File: src/hw/rtl/tsgr_pkg.sv
// shared types and constants of the touch swipe gesture recognizer
`default_nettype none

package tsgr_pkg;

  localparam int          IGNORE_DEPTH_DEF = 2;
  localparam logic [15:0] MIN_MOVE_RESET   = 16'd10;
  localparam int          QUEUE_DEPTH      = 2;
  localparam int          COORD_W          = 15;

  // touch event codes
  localparam logic [1:0] OP_POINT = 2'd0;
  localparam logic [1:0] OP_START = 2'd1;
  localparam logic [1:0] OP_LIFT  = 2'd2;

  typedef enum logic [1:0] {
    CMD_MOVE,
    CMD_CLEAR,
    CMD_LIFT
  } cmd_kind_t;

  typedef enum logic [2:0] {
    DIR_RIGHT,
    DIR_UP_RIGHT,
    DIR_UP,
    DIR_UP_LEFT,
    DIR_LEFT,
    DIR_DOWN_LEFT,
    DIR_DOWN,
    DIR_DOWN_RIGHT
  } dir_t;

  // swipe automaton: start, no gesture, then one state per straight direction
  typedef enum logic [3:0] {
    SW_START,
    SW_NONE,
    SW_RIGHT,
    SW_UP_RIGHT,
    SW_UP,
    SW_UP_LEFT,
    SW_LEFT,
    SW_DOWN_LEFT,
    SW_DOWN,
    SW_DOWN_RIGHT
  } sw_state_t;

  typedef struct packed {
    cmd_kind_t          kind;
    dir_t               dir;
    logic [COORD_W-1:0] start_x;
    logic [COORD_W-1:0] start_y;
  } cmd_t;

endpackage

`default_nettype wire

File: src/hw/rtl/tsgr_queue.sv
// short command queue between the classifying front and the automaton back
`default_nettype none

module tsgr_queue (
  input  wire              clk,
  input  wire              rst,
  input  wire              push_valid,
  input  tsgr_pkg::cmd_t   push_cmd,
  output logic             push_ready,
  output logic             pop_valid,
  output tsgr_pkg::cmd_t   pop_cmd,
  input  wire              pop_ready
);

  localparam int QD = tsgr_pkg::QUEUE_DEPTH;
  localparam int PW = (QD > 1) ? $clog2(QD) : 1;
  localparam int CW = $clog2(QD + 1);

  tsgr_pkg::cmd_t mem [QD];
  logic [PW-1:0]  wptr;
  logic [PW-1:0]  rptr;
  logic [CW-1:0]  count;
  logic           do_push;
  logic           do_pop;

  assign push_ready = (count != CW'(QD));
  assign pop_valid  = (count != '0);
  assign pop_cmd    = mem[rptr];
  assign do_push    = push_valid && push_ready;
  assign do_pop     = pop_valid && pop_ready;

  always_ff @(posedge clk) begin
    if (rst) begin
      wptr  <= '0;
      rptr  <= '0;
      count <= '0;
    end else begin
      if (do_push) begin
        wptr <= (wptr == PW'(QD - 1)) ? '0 : wptr + 1'b1;
      end
      if (do_pop) begin
        rptr <= (rptr == PW'(QD - 1)) ? '0 : rptr + 1'b1;
      end
      if (do_push && !do_pop) begin
        count <= count + 1'b1;
      end else if (do_pop && !do_push) begin
        count <= count - 1'b1;
      end
    end
  end

  always_ff @(posedge clk) begin
    if (do_push) begin
      mem[wptr] <= push_cmd;
    end
  end

endmodule

`default_nettype wire

File: src/hw/rtl/tsgr_front.sv
// front end: tracks the last point, applies the distance threshold, sorts moves
`default_nettype none

module tsgr_front (
  input  wire                           clk,
  input  wire                           rst,
  input  wire                           in_valid,
  output logic                          in_ready,
  input  wire  [1:0]                    op,
  input  wire  [tsgr_pkg::COORD_W-1:0]  pos_x,
  input  wire  [tsgr_pkg::COORD_W-1:0]  pos_y,
  input  wire  [15:0]                   min_move_distance,
  output logic                          push_valid,
  output tsgr_pkg::cmd_t                push_cmd,
  input  wire                           push_ready
);

  localparam int CW = tsgr_pkg::COORD_W;

  logic          have_last;
  logic [CW-1:0] last_x;
  logic [CW-1:0] last_y;
  logic [CW-1:0] start_x;
  logic [CW-1:0] start_y;

  logic          accept;
  logic [CW:0]   dx;
  logic [CW:0]   dy;
  logic [CW-1:0] adx;
  logic [CW-1:0] ady;
  logic [CW:0]   move_len;
  logic          far;
  logic          pos_dx;
  logic          pos_dy;
  logic          diag;
  tsgr_pkg::dir_t dir;

  assign in_ready = push_ready;
  assign accept   = in_valid && push_ready;

  always_comb begin
    dx       = {1'b0, pos_x} - {1'b0, last_x};
    dy       = {1'b0, pos_y} - {1'b0, last_y};
    adx      = dx[CW] ? CW'(-dx) : dx[CW-1:0];
    ady      = dy[CW] ? CW'(-dy) : dy[CW-1:0];
    move_len = {1'b0, adx} + {1'b0, ady};
    far      = (move_len >= min_move_distance);
    pos_dx   = !dx[CW] && (dx != '0);
    pos_dy   = !dy[CW] && (dy != '0);
    // diagonal when the axis difference is at most half the larger axis
    if (adx > ady) begin
      diag = (adx - ady) <= (adx >> 1);
    end else begin
      diag = (ady - adx) <= (ady >> 1);
    end
    if (diag) begin
      if (pos_dx) begin
        dir = pos_dy ? tsgr_pkg::DIR_DOWN_RIGHT : tsgr_pkg::DIR_UP_RIGHT;
      end else begin
        dir = pos_dy ? tsgr_pkg::DIR_DOWN_LEFT : tsgr_pkg::DIR_UP_LEFT;
      end
    end else if (adx > ady) begin
      dir = pos_dx ? tsgr_pkg::DIR_RIGHT : tsgr_pkg::DIR_LEFT;
    end else begin
      dir = pos_dy ? tsgr_pkg::DIR_DOWN : tsgr_pkg::DIR_UP;
    end
  end

  always_comb begin
    push_valid       = 1'b0;
    push_cmd.kind    = tsgr_pkg::CMD_MOVE;
    push_cmd.dir     = dir;
    push_cmd.start_x = start_x;
    push_cmd.start_y = start_y;
    unique case (op)
      tsgr_pkg::OP_START: begin
        push_valid    = accept;
        push_cmd.kind = tsgr_pkg::CMD_CLEAR;
      end
      tsgr_pkg::OP_LIFT: begin
        push_valid    = accept;
        push_cmd.kind = tsgr_pkg::CMD_LIFT;
      end
      tsgr_pkg::OP_POINT: begin
        push_valid = accept && have_last && far;
      end
      default: begin
        push_valid = 1'b0;
      end
    endcase
  end

  always_ff @(posedge clk) begin
    if (rst) begin
      have_last <= 1'b0;
    end else if (accept) begin
      if (op == tsgr_pkg::OP_START) begin
        have_last <= 1'b0;
      end else if (op == tsgr_pkg::OP_POINT) begin
        have_last <= 1'b1;
      end
    end
  end

  // short moves keep the old reference point
  always_ff @(posedge clk) begin
    if (accept && (op == tsgr_pkg::OP_POINT) && (!have_last || far)) begin
      last_x <= pos_x;
      last_y <= pos_y;
    end
    if (accept && (op == tsgr_pkg::OP_POINT) && !have_last) begin
      start_x <= pos_x;
      start_y <= pos_y;
    end
  end

endmodule

`default_nettype wire

File: src/hw/rtl/tsgr_back.sv
// back end: swipe automaton behind the delay line, lift reporting, result register
`default_nettype none

module tsgr_back #(
  parameter int IGNORE_DEPTH = tsgr_pkg::IGNORE_DEPTH_DEF
) (
  input  wire                           clk,
  input  wire                           rst,
  input  wire                           pop_valid,
  input  tsgr_pkg::cmd_t                pop_cmd,
  output logic                          pop_ready,
  output logic                          out_valid,
  input  wire                           out_ready,
  output logic [2:0]                    gesture_dir,
  output logic [tsgr_pkg::COORD_W-1:0]  origin_x,
  output logic [tsgr_pkg::COORD_W-1:0]  origin_y
);

  localparam int             MCW     = $clog2(2 * IGNORE_DEPTH + 1);
  localparam logic [MCW-1:0] FILL_AT = MCW'(IGNORE_DEPTH);
  localparam logic [MCW-1:0] RUN_AT  = MCW'(2 * IGNORE_DEPTH);

  tsgr_pkg::sw_state_t cur;
  tsgr_pkg::sw_state_t cur_next;
  logic [MCW-1:0]      mcount;
  logic [MCW-1:0]      mcount_next;
  tsgr_pkg::sw_state_t ring [IGNORE_DEPTH];
  tsgr_pkg::sw_state_t ring_in;
  logic                ring_shift;
  logic                take;
  logic                emit;
  logic                lift;
  logic                load_out;
  logic [2:0]          dir_code;

  function automatic tsgr_pkg::sw_state_t advance(input tsgr_pkg::sw_state_t s,
                                                  input tsgr_pkg::dir_t d);
    logic [3:0]          tgt;
    tsgr_pkg::sw_state_t nxt;
    tgt = 4'(tsgr_pkg::SW_RIGHT) + {1'b0, d};
    unique case (s)
      tsgr_pkg::SW_START: nxt = tsgr_pkg::sw_state_t'(tgt);
      tsgr_pkg::SW_NONE:  nxt = tsgr_pkg::SW_NONE;
      default:            nxt = (4'(s) == tgt) ? s : tsgr_pkg::SW_NONE;
    endcase
    return nxt;
  endfunction

  assign take = pop_valid && pop_ready;

  // next state of the automaton and the delay line
  always_comb begin
    cur_next    = cur;
    mcount_next = mcount;
    ring_shift  = 1'b0;
    // first entry of the fill phase starts from a fresh automaton
    ring_in     = advance((mcount == FILL_AT) ? tsgr_pkg::SW_START : ring[0], pop_cmd.dir);
    if (take) begin
      unique case (pop_cmd.kind)
        tsgr_pkg::CMD_CLEAR: begin
          cur_next    = tsgr_pkg::SW_START;
          mcount_next = '0;
        end
        tsgr_pkg::CMD_MOVE: begin
          if (mcount >= RUN_AT) begin
            cur_next   = ring[IGNORE_DEPTH-1];
            ring_shift = 1'b1;
          end else if (mcount >= FILL_AT) begin
            ring_shift  = 1'b1;
            mcount_next = mcount + 1'b1;
          end else begin
            mcount_next = mcount + 1'b1;
          end
        end
        default: begin
          cur_next = cur;
        end
      endcase
    end
  end

  // lift handling and result register control
  always_comb begin
    emit      = (cur != tsgr_pkg::SW_START) && (cur != tsgr_pkg::SW_NONE);
    lift      = (pop_cmd.kind == tsgr_pkg::CMD_LIFT);
    pop_ready = !(lift && emit) || !out_valid || out_ready;
    load_out  = take && lift && emit;
    dir_code  = 3'(4'(cur) - 4'(tsgr_pkg::SW_RIGHT));
  end

  always_ff @(posedge clk) begin
    if (rst) begin
      cur       <= tsgr_pkg::SW_START;
      mcount    <= '0;
      out_valid <= 1'b0;
    end else begin
      cur    <= cur_next;
      mcount <= mcount_next;
      if (load_out) begin
        out_valid <= 1'b1;
      end else if (out_ready) begin
        out_valid <= 1'b0;
      end
    end
  end

  always_ff @(posedge clk) begin
    if (load_out) begin
      gesture_dir <= dir_code;
      origin_x    <= pop_cmd.start_x;
      origin_y    <= pop_cmd.start_y;
    end
  end

  // newest entry at tap 0, oldest at the last tap
  always_ff @(posedge clk) begin
    if (ring_shift) begin
      ring[0] <= ring_in;
      for (int i = 1; i < IGNORE_DEPTH; i++) begin
        ring[i] <= ring[i-1];
      end
    end
  end

endmodule

`default_nettype wire

File: src/hw/rtl/touch_swipe_gesture_recognizer.sv
// top level of the touch swipe gesture recognizer
`default_nettype none

// Touch swipe gesture recognizer. Takes one touch word (point, stroke start or
// lift) per clock while ready; the front end compares each point with the
// reference point in the same cycle and queues moves, stroke starts and lifts
// into a two-entry command queue, and the back end steps the swipe automaton
// one command per cycle unless a lift waits on a stalled result. A swipe and
// its stroke's first point reach the result port via the queue and the result
// register. Input ready drops only when a reported swipe sits untaken in the
// result register and the queue fills behind it. min_move_distance is written
// through the cfg port, which is always ready; it resets to 10.

module touch_swipe_gesture_recognizer #(
  parameter int IGNORE_DEPTH = tsgr_pkg::IGNORE_DEPTH_DEF
) (
  input  wire                           clk,
  input  wire                           rst,
  input  wire                           in_valid,
  output logic                          in_ready,
  input  wire  [1:0]                    op,
  input  wire  [tsgr_pkg::COORD_W-1:0]  pos_x,
  input  wire  [tsgr_pkg::COORD_W-1:0]  pos_y,
  output logic                          out_valid,
  input  wire                           out_ready,
  output logic [2:0]                    gesture_dir,
  output logic [tsgr_pkg::COORD_W-1:0]  origin_x,
  output logic [tsgr_pkg::COORD_W-1:0]  origin_y,
  input  wire                           cfg_valid,
  output logic                          cfg_ready,
  input  wire  [15:0]                   cfg_data
);

  logic [15:0]    min_move_distance;
  logic           push_valid;
  logic           push_ready;
  tsgr_pkg::cmd_t push_cmd;
  logic           pop_valid;
  logic           pop_ready;
  tsgr_pkg::cmd_t pop_cmd;

  assign cfg_ready = 1'b1;

  always_ff @(posedge clk) begin
    if (rst) begin
      min_move_distance <= tsgr_pkg::MIN_MOVE_RESET;
    end else if (cfg_valid) begin
      min_move_distance <= cfg_data;
    end
  end

  tsgr_front u_front (
    .clk               (clk),
    .rst               (rst),
    .in_valid          (in_valid),
    .in_ready          (in_ready),
    .op                (op),
    .pos_x             (pos_x),
    .pos_y             (pos_y),
    .min_move_distance (min_move_distance),
    .push_valid        (push_valid),
    .push_cmd          (push_cmd),
    .push_ready        (push_ready)
  );

  tsgr_queue u_queue (
    .clk        (clk),
    .rst        (rst),
    .push_valid (push_valid),
    .push_cmd   (push_cmd),
    .push_ready (push_ready),
    .pop_valid  (pop_valid),
    .pop_cmd    (pop_cmd),
    .pop_ready  (pop_ready)
  );

  tsgr_back #(
    .IGNORE_DEPTH (IGNORE_DEPTH)
  ) u_back (
    .clk         (clk),
    .rst         (rst),
    .pop_valid   (pop_valid),
    .pop_cmd     (pop_cmd),
    .pop_ready   (pop_ready),
    .out_valid   (out_valid),
    .out_ready   (out_ready),
    .gesture_dir (gesture_dir),
    .origin_x    (origin_x),
    .origin_y    (origin_y)
  );

endmodule

`default_nettype wire

File: config.mk
export PLATFORM = sky130hd
export DESIGN_NAME = touch_swipe_gesture_recognizer
export DESIGN_NICKNAME = d
export VERILOG_FILES = /design/src/hw/rtl/tsgr_pkg.sv /design/src/hw/rtl/tsgr_queue.sv /design/src/hw/rtl/tsgr_front.sv /design/src/hw/rtl/tsgr_back.sv /design/src/hw/rtl/touch_swipe_gesture_recognizer.sv
export SDC_FILE = /design/constraint.sdc
export NUM_CORES = 1
export LEC_CHECK = 0
export ABC_AREA = 1
export BUFFER_PORTS_ARGS = -buffer_cell sky130_fd_sc_hd__buf_2
export CORE_ASPECT_RATIO = 1.2
export CORE_MARGIN = 2
export CORE_UTILIZATION = 30
export DETAILED_ROUTE_END_ITERATION = 16
export SLEW_MARGIN = 20
export SYNTH_ARGS = -nofsm -noshare
export SYNTH_HDL_FRONTEND = slang
export SYNTH_SLANG_ARGS = --single-unit
File: constraint.sdc
create_clock -name clk -period 10.5 [get_ports clk]
set_input_delay 2.1 -clock clk [delete_from_list [all_inputs] [get_ports clk]]
set_output_delay 2.1 -clock clk [all_outputs]
set_load 0.005 [all_outputs]
Word-level counts from Yosys, hierarchy flattened:

Memory sizes are Yosys's and may differ from the RTL's. A register that Yosys moved wholly into a read port is not among the register bits.
Cells that the tools add are included.

* RAM bits: 78
* input port bits: 53
* output and inout bits: 36
* register bits: 122
* memories kept: 2

Memory list
* u_queue.mem: depth 2, width 35, rd ports 1, clocked after memory_dff 1, wr ports 1, line tsgr_queue.sv:19 `tsgr_pkg::cmd_t mem [QD];`
* u_back.ring: depth 2, width 4, rd ports 2, clocked after memory_dff 0, wr ports 2, line tsgr_back.sv:27 `tsgr_pkg::sw_state_t ring [IGNORE_DEPTH];`

* magnitude comparators: 6
* reductions and logical operators: 41
* equality and inequality tests: 11
* add/subtract/negate cells: 14
* mux-type cells: 37

Operators by type and width (count)
* 16-bit nonzero test: 2
* 15-bit by 15-bit subtractor with 16-bit output: 2
* 15-bit by 14-bit <= comparator with 1-bit output: 2
* 15-bit two-way mux: 2
* 15-bit negator: 2
* 15-bit subtractor: 2
* 3-bit two-way mux: 8
* 1-bit two-way mux: 17
* 15-bit by 15-bit adder with 16-bit output: 1
* 16-bit >= comparator: 1
* 1-bit logical AND: 16
* 4-bit one-hot mux with 2 select lines: 2
* 15-bit greater-than comparator: 1
* 4-bit two-way mux: 3
* 2-bit nonzero test: 5
* 1-bit zero test: 7
* 3-bit one-hot mux with 2 select lines: 1
* 3-bit AND reduction: 2
* 2-bit by 3-bit adder with 4-bit output (first input constant): 1
* 2-bit by 1-bit equality test with 1-bit output (second input constant): 2
* 2-bit equality test (second input constant): 2
* 4-bit by 1-bit equality test with 1-bit output (second input constant): 1
* 4-bit equality test: 1
* 2-bit zero test: 2
* other kinds (19): 24

Depth between registers and ports, before layout:

* depth after elaboration: 12
* mapped depth: 50
* gate-level depth less buffers: 48

Cells and area by module:

From an unflattened synthesis, not the netlist that was laid out.

* cells, all modules: 1459
* area, all modules: 13162.6 um^2

Modules (own cells, without submodules)
* tsgr_front: cells an instance 1065, seq. area each 1821.7 um^2, times used 1, area an instance 7654.8 um^2
* tsgr_queue: cells an instance 146, seq. area each 2202.1 um^2, times used 1, area an instance 2919.0 um^2
* tsgr_back: cells an instance 148, seq. area each 1391.3 um^2, times used 1, area an instance 1920.6 um^2
* touch_swipe_gesture_recognizer: cells an instance 100, seq. area each 320.3 um^2, times used 1, area an instance 668.1 um^2

Worst setup path before layout:

Ideal clock, no wire load.

* path kind: input -> register
* start point: input pos_x[6] (netlist bit)
* end point: memory u_queue.mem[0][0] (netlist bit) (enable)
* arrival: 8.214 ns
* setup slack: 1.859 ns
* buffers on the path: 2
* cell stages on the path: 42
* setup time: 0.427 ns
* cells stage by stage: ha_1 > nand2_1 > inv_1 > a21oi_1 > nand2_1 > nand2_1 > nand2_1 > a21oi_1 > buf_2 > inv_1 > nor2_1 > xor2_1 > inv_1 > ha_1 > buf_4 > inv_2 > a21oi_1 > nand2_1 > [... 6 more ...] > o21ai_1 > nand2_1 > nand2_1 > nand2_1 > a21oi_1 > xor2_1 > inv_1 > ha_1 > inv_1 > nor3_1 > a211oi_1 > nand2_1 > nand2_1 > nand2_1 > nand2_1 > o21ai_0 > nand2_1 > nor2_1

* cells in the longest elaborated chain, start to end: 10

Ends and longest elaborated chain
* start, declared: line touch_swipe_gesture_recognizer.sv:22 `input wire [tsgr_pkg::COORD_W-1:0] pos_x,`
* 15-bit by 15-bit subtractor with 16-bit output *: line tsgr_front.sv:42 `dx = {1'b0, pos_x} - {1'b0, last_x};`
* 15-bit negator: line tsgr_front.sv:44 `adx = dx[CW] ? CW'(-dx) : dx[CW-1:0];`
* 15-bit two-way mux *: line tsgr_front.sv:44
* 15-bit by 15-bit adder with 16-bit output *: line tsgr_front.sv:46 `move_len = {1'b0, adx} + {1'b0, ady};`
* 16-bit >= comparator *: line tsgr_front.sv:47 `far = (move_len >= min_move_distance);`
* 1-bit logical AND *: line tsgr_front.sv:85 `push_valid = accept && have_last && far;`
* 1-bit one-hot mux with 2 select lines *: line tsgr_front.sv:75 `unique case (op)`
* 1-bit logical AND *: line tsgr_queue.sv:29 `assign do_push = push_valid && push_ready;`
* 1-bit two-way mux *: line tsgr_queue.sv:53 `if (do_push) begin`
* 1-bit two-way mux (implied by the code) *: line tsgr_queue.sv:54 `mem[wptr] <= push_cmd;`
* end, declared: line tsgr_queue.sv:19

Mark *: on every way between the ends. The rest lies on a longest branch, timed or not.

Final worst setup path:

* start point: input pos_x[5] (netlist bit)
* end point: memory u_queue.mem[0][4] (netlist bit) (enable)

Same word-level chain as after synthesis.

==> impl_metrics.ini <==
[status]
outcome = finished clean

[timing]
rsz0062_at_grt = false
max_clock_freq_mhz = 116.3
skew_ps = 18.45
fin_crit_sh_pct = 81.87
hold_slack_ps = 437.6
max_slew_margin_pct = 41.42
fin_crit_ps = 8596
setup_violations = 0
drv_slew = 0
finalHoldViolCount = 0
tns_ps = 0
tightest_slew_ps = 869.5

[global_routing]
use_met3_pct = 1.180
grt_pass1_vias = 9458
grt_antenna_before_repair = 0
grt_overflow = 0
track_usage_pct = 13.23
busiest_layer = met2
use_met1_pct = 15.76
met2_usage_pct = 24.29
grt_max_degree = 37
grt_pass1_wl_um = 46660

[worst_setup_path]
rr_startpoint = u_front.last_x[6]
worstPathArrival_ps = 8810
crit_family = compound AO/OA/AOI/OAI gates
cp_slowest_cell = o21ai_0
worstSetupEndpointType = flip-flop
cp_num_cells = 38
crit_type = input pin to flip-flop
cp_max_fo = 25
r2r-end = u_queue.mem[0][4]
cp_common_cell = nand2_1
worstSetupStartpointType = input pin
crit_required_ps = 10720
worstRegToRegCells = 38
path_buf_inv = 7
slowest_delay_ps = 710
rrSetupSlack_ps = 3280

[finish]
drive_gt1_share_pct = 12.44
synthToLayoutAreaGrowth_pct = 13.86
fill_cells = 4174
ff_latch_area_um2 = 5736
insertedDiodeCount = 0
multi_input_area_um2 = 5879
num-nets-final = 1716

[synthesis]
synthTopCellsByCount = nand2_1, inv_1, edfxtp_1
postSynthAreaPerCell_um2 = 8.829
yosysTopAreaCell = edfxtp_1
async_reset_ff_share_pct = 0
syn_nets = 1621
ys.flop_type = edfxtp_1
yosysTopAreaCellShare_pct = 40.50
synth.distinct_cells = 55
synth_seq_area_share_pct = 45.24
syn_inst = 1436
ys_seq_elements = 201
yosysMostFrequentCell = nand2_1
synth_area_um2 = 12680
synth_edf_count = 171
ys_warn_count = 0
synthTopCellsByArea = edfxtp_1, ha_1, nand2_1

[worst_hold_path]
min_from = u_front.start_x[9]
holdPathStages = 0
holdPathEnd = u_queue.mem[0][24]
hp-class = flip-flop to flip-flop

[clock_network]
cts-htree-levels = 1
numCtsBuffers = 19
cts_buffer_depth = 3
cts_setup_buffers = 0
post_cts_resized = 0
cts_hold_buf = 0
root_buffer = clkbuf_16
cts_sinks = 201
path_clk_slew_ps = 70
insertion_delay_ps = 500
cts_tree = done

[placement]
dpl.hpwl_um = 23170
portBuffers = 87
gp_congestion = 0.8883

[drt]
ant_nets = 0
route.vias.total = 9403
vias_per_cell = 4.501
wl_um = 28930
drtIter0Drc = 404
drt_pass1_iterations = 5
drc = 0
wl_per_cell_um = 13.85

[run]
cap_viol_max_count = 0

[floorplanning]
fp.dieW_um = 191.7
floorplan.initialDensity_pct = 30.36
rows = 82
num_io_pins = 89
die_h_um = 229.2
dieArea_um2 = 43930
coreArea_um2 = 41760
## final cells by class
cell class | count | share of cell area (%)
clock buffers | 21 | 3.346
clock inverters | 12 | 1.265
inverters | 258 | 6.709
multi-input cells | 955 | 40.73
flip-flops and latches | 201 | 39.73
well taps | 546 | 4.733
repair buffers | 96 | 3.484
## cells in the final DEF, fill, tap and decap left out, types with 13 or more instances in the layout
cell type / Yosys / final
nand2_1: 366 / 366
a21oi_1: 95 / 95
edfxtp_1: 171 / 171
clkbuf_16: 0 / 19
inv_1: 242 / 242
nand3_1: 50 / 50
ha_1: 127 / 127
nand2_2: 13 / 13
buf_2: 5 / 87
inv_2: 13 / 13
nor2_1: 61 / 59
nand4_1: 14 / 14
dfxtp_1: 30 / 30
xor2_1: 61 / 61
o21ai_0: 54 / 53
## metal layers
layer  routed length [um]  up-vias
li1                     -     4873
met1                12690     4356
met2                14580      132
met3                  730       42
met4                  937        0
met5                    0        -
## logic make-up after synthesis
logic type / Yosys count / share of synthesized area (%)
adders and majority gates: 132 / 13.32
and+or+nand+nor: 557 / 19.41
other: 1 / 0.02958
buffers and inverters: 280 / 8.546
muxes: 1 / 0.07895
AOI/OAI and AO/OA: 196 / 8.675
DFF: 201 / 45.24
xor gates and xnor gates: 68 / 4.698
## registers in the layout, summed over array words and instances (netlist names), named ones only
register	count
u_queue.mem	70
min_move_distance	16
u_back.origin_x	15
u_back.origin_y	15
u_front.last_x	15
u_front.last_y	15
u_front.start_x	15
u_front.start_y	15
u_back.ring	8
u_back.cur	4
u_back.gesture_dir	3
u_back.mcount	3
u_queue.count	2
u_back.out_valid	1
u_front.have_last	1
u_queue.rptr	1
u_queue.wptr	1
## through the flow
| stage | worst slack, ps | utilization [%] | instance area (um^2) | instances |
|---|---|---|---|---|
| finish | 1904 | 34.57 | 14440 | 2089 |
| global route | 1200 | 34.57 | 14440 | 2089 |
| CTS | 1885 | 34.57 | 14440 | 2089 |
| detailed placement | 1361 | 32.97 | 13770 | 2056 |
| global placement | 1483 | 32.97 | 13770 | 2056 |
| floorplan | 1859 | - | 12680 | 1436 |
## worst max-delay path by stage
stage	start	endpoint
floorplan	pos_x[6]	u_queue.mem[0][0]
global placement	pos_x[5]	u_queue.mem[0][1]
detailed placement	pos_x[5]	u_queue.mem[0][4]
CTS	pos_x[5]	u_queue.mem[0][3]
global route	pos_y[2]	u_queue.mem[0][3]
finish	pos_x[5]	u_queue.mem[0][4]
Power is left out: the tool's default activity adds up to more than one toggle a clock period on the data nets, which glitch-free logic cannot reach.
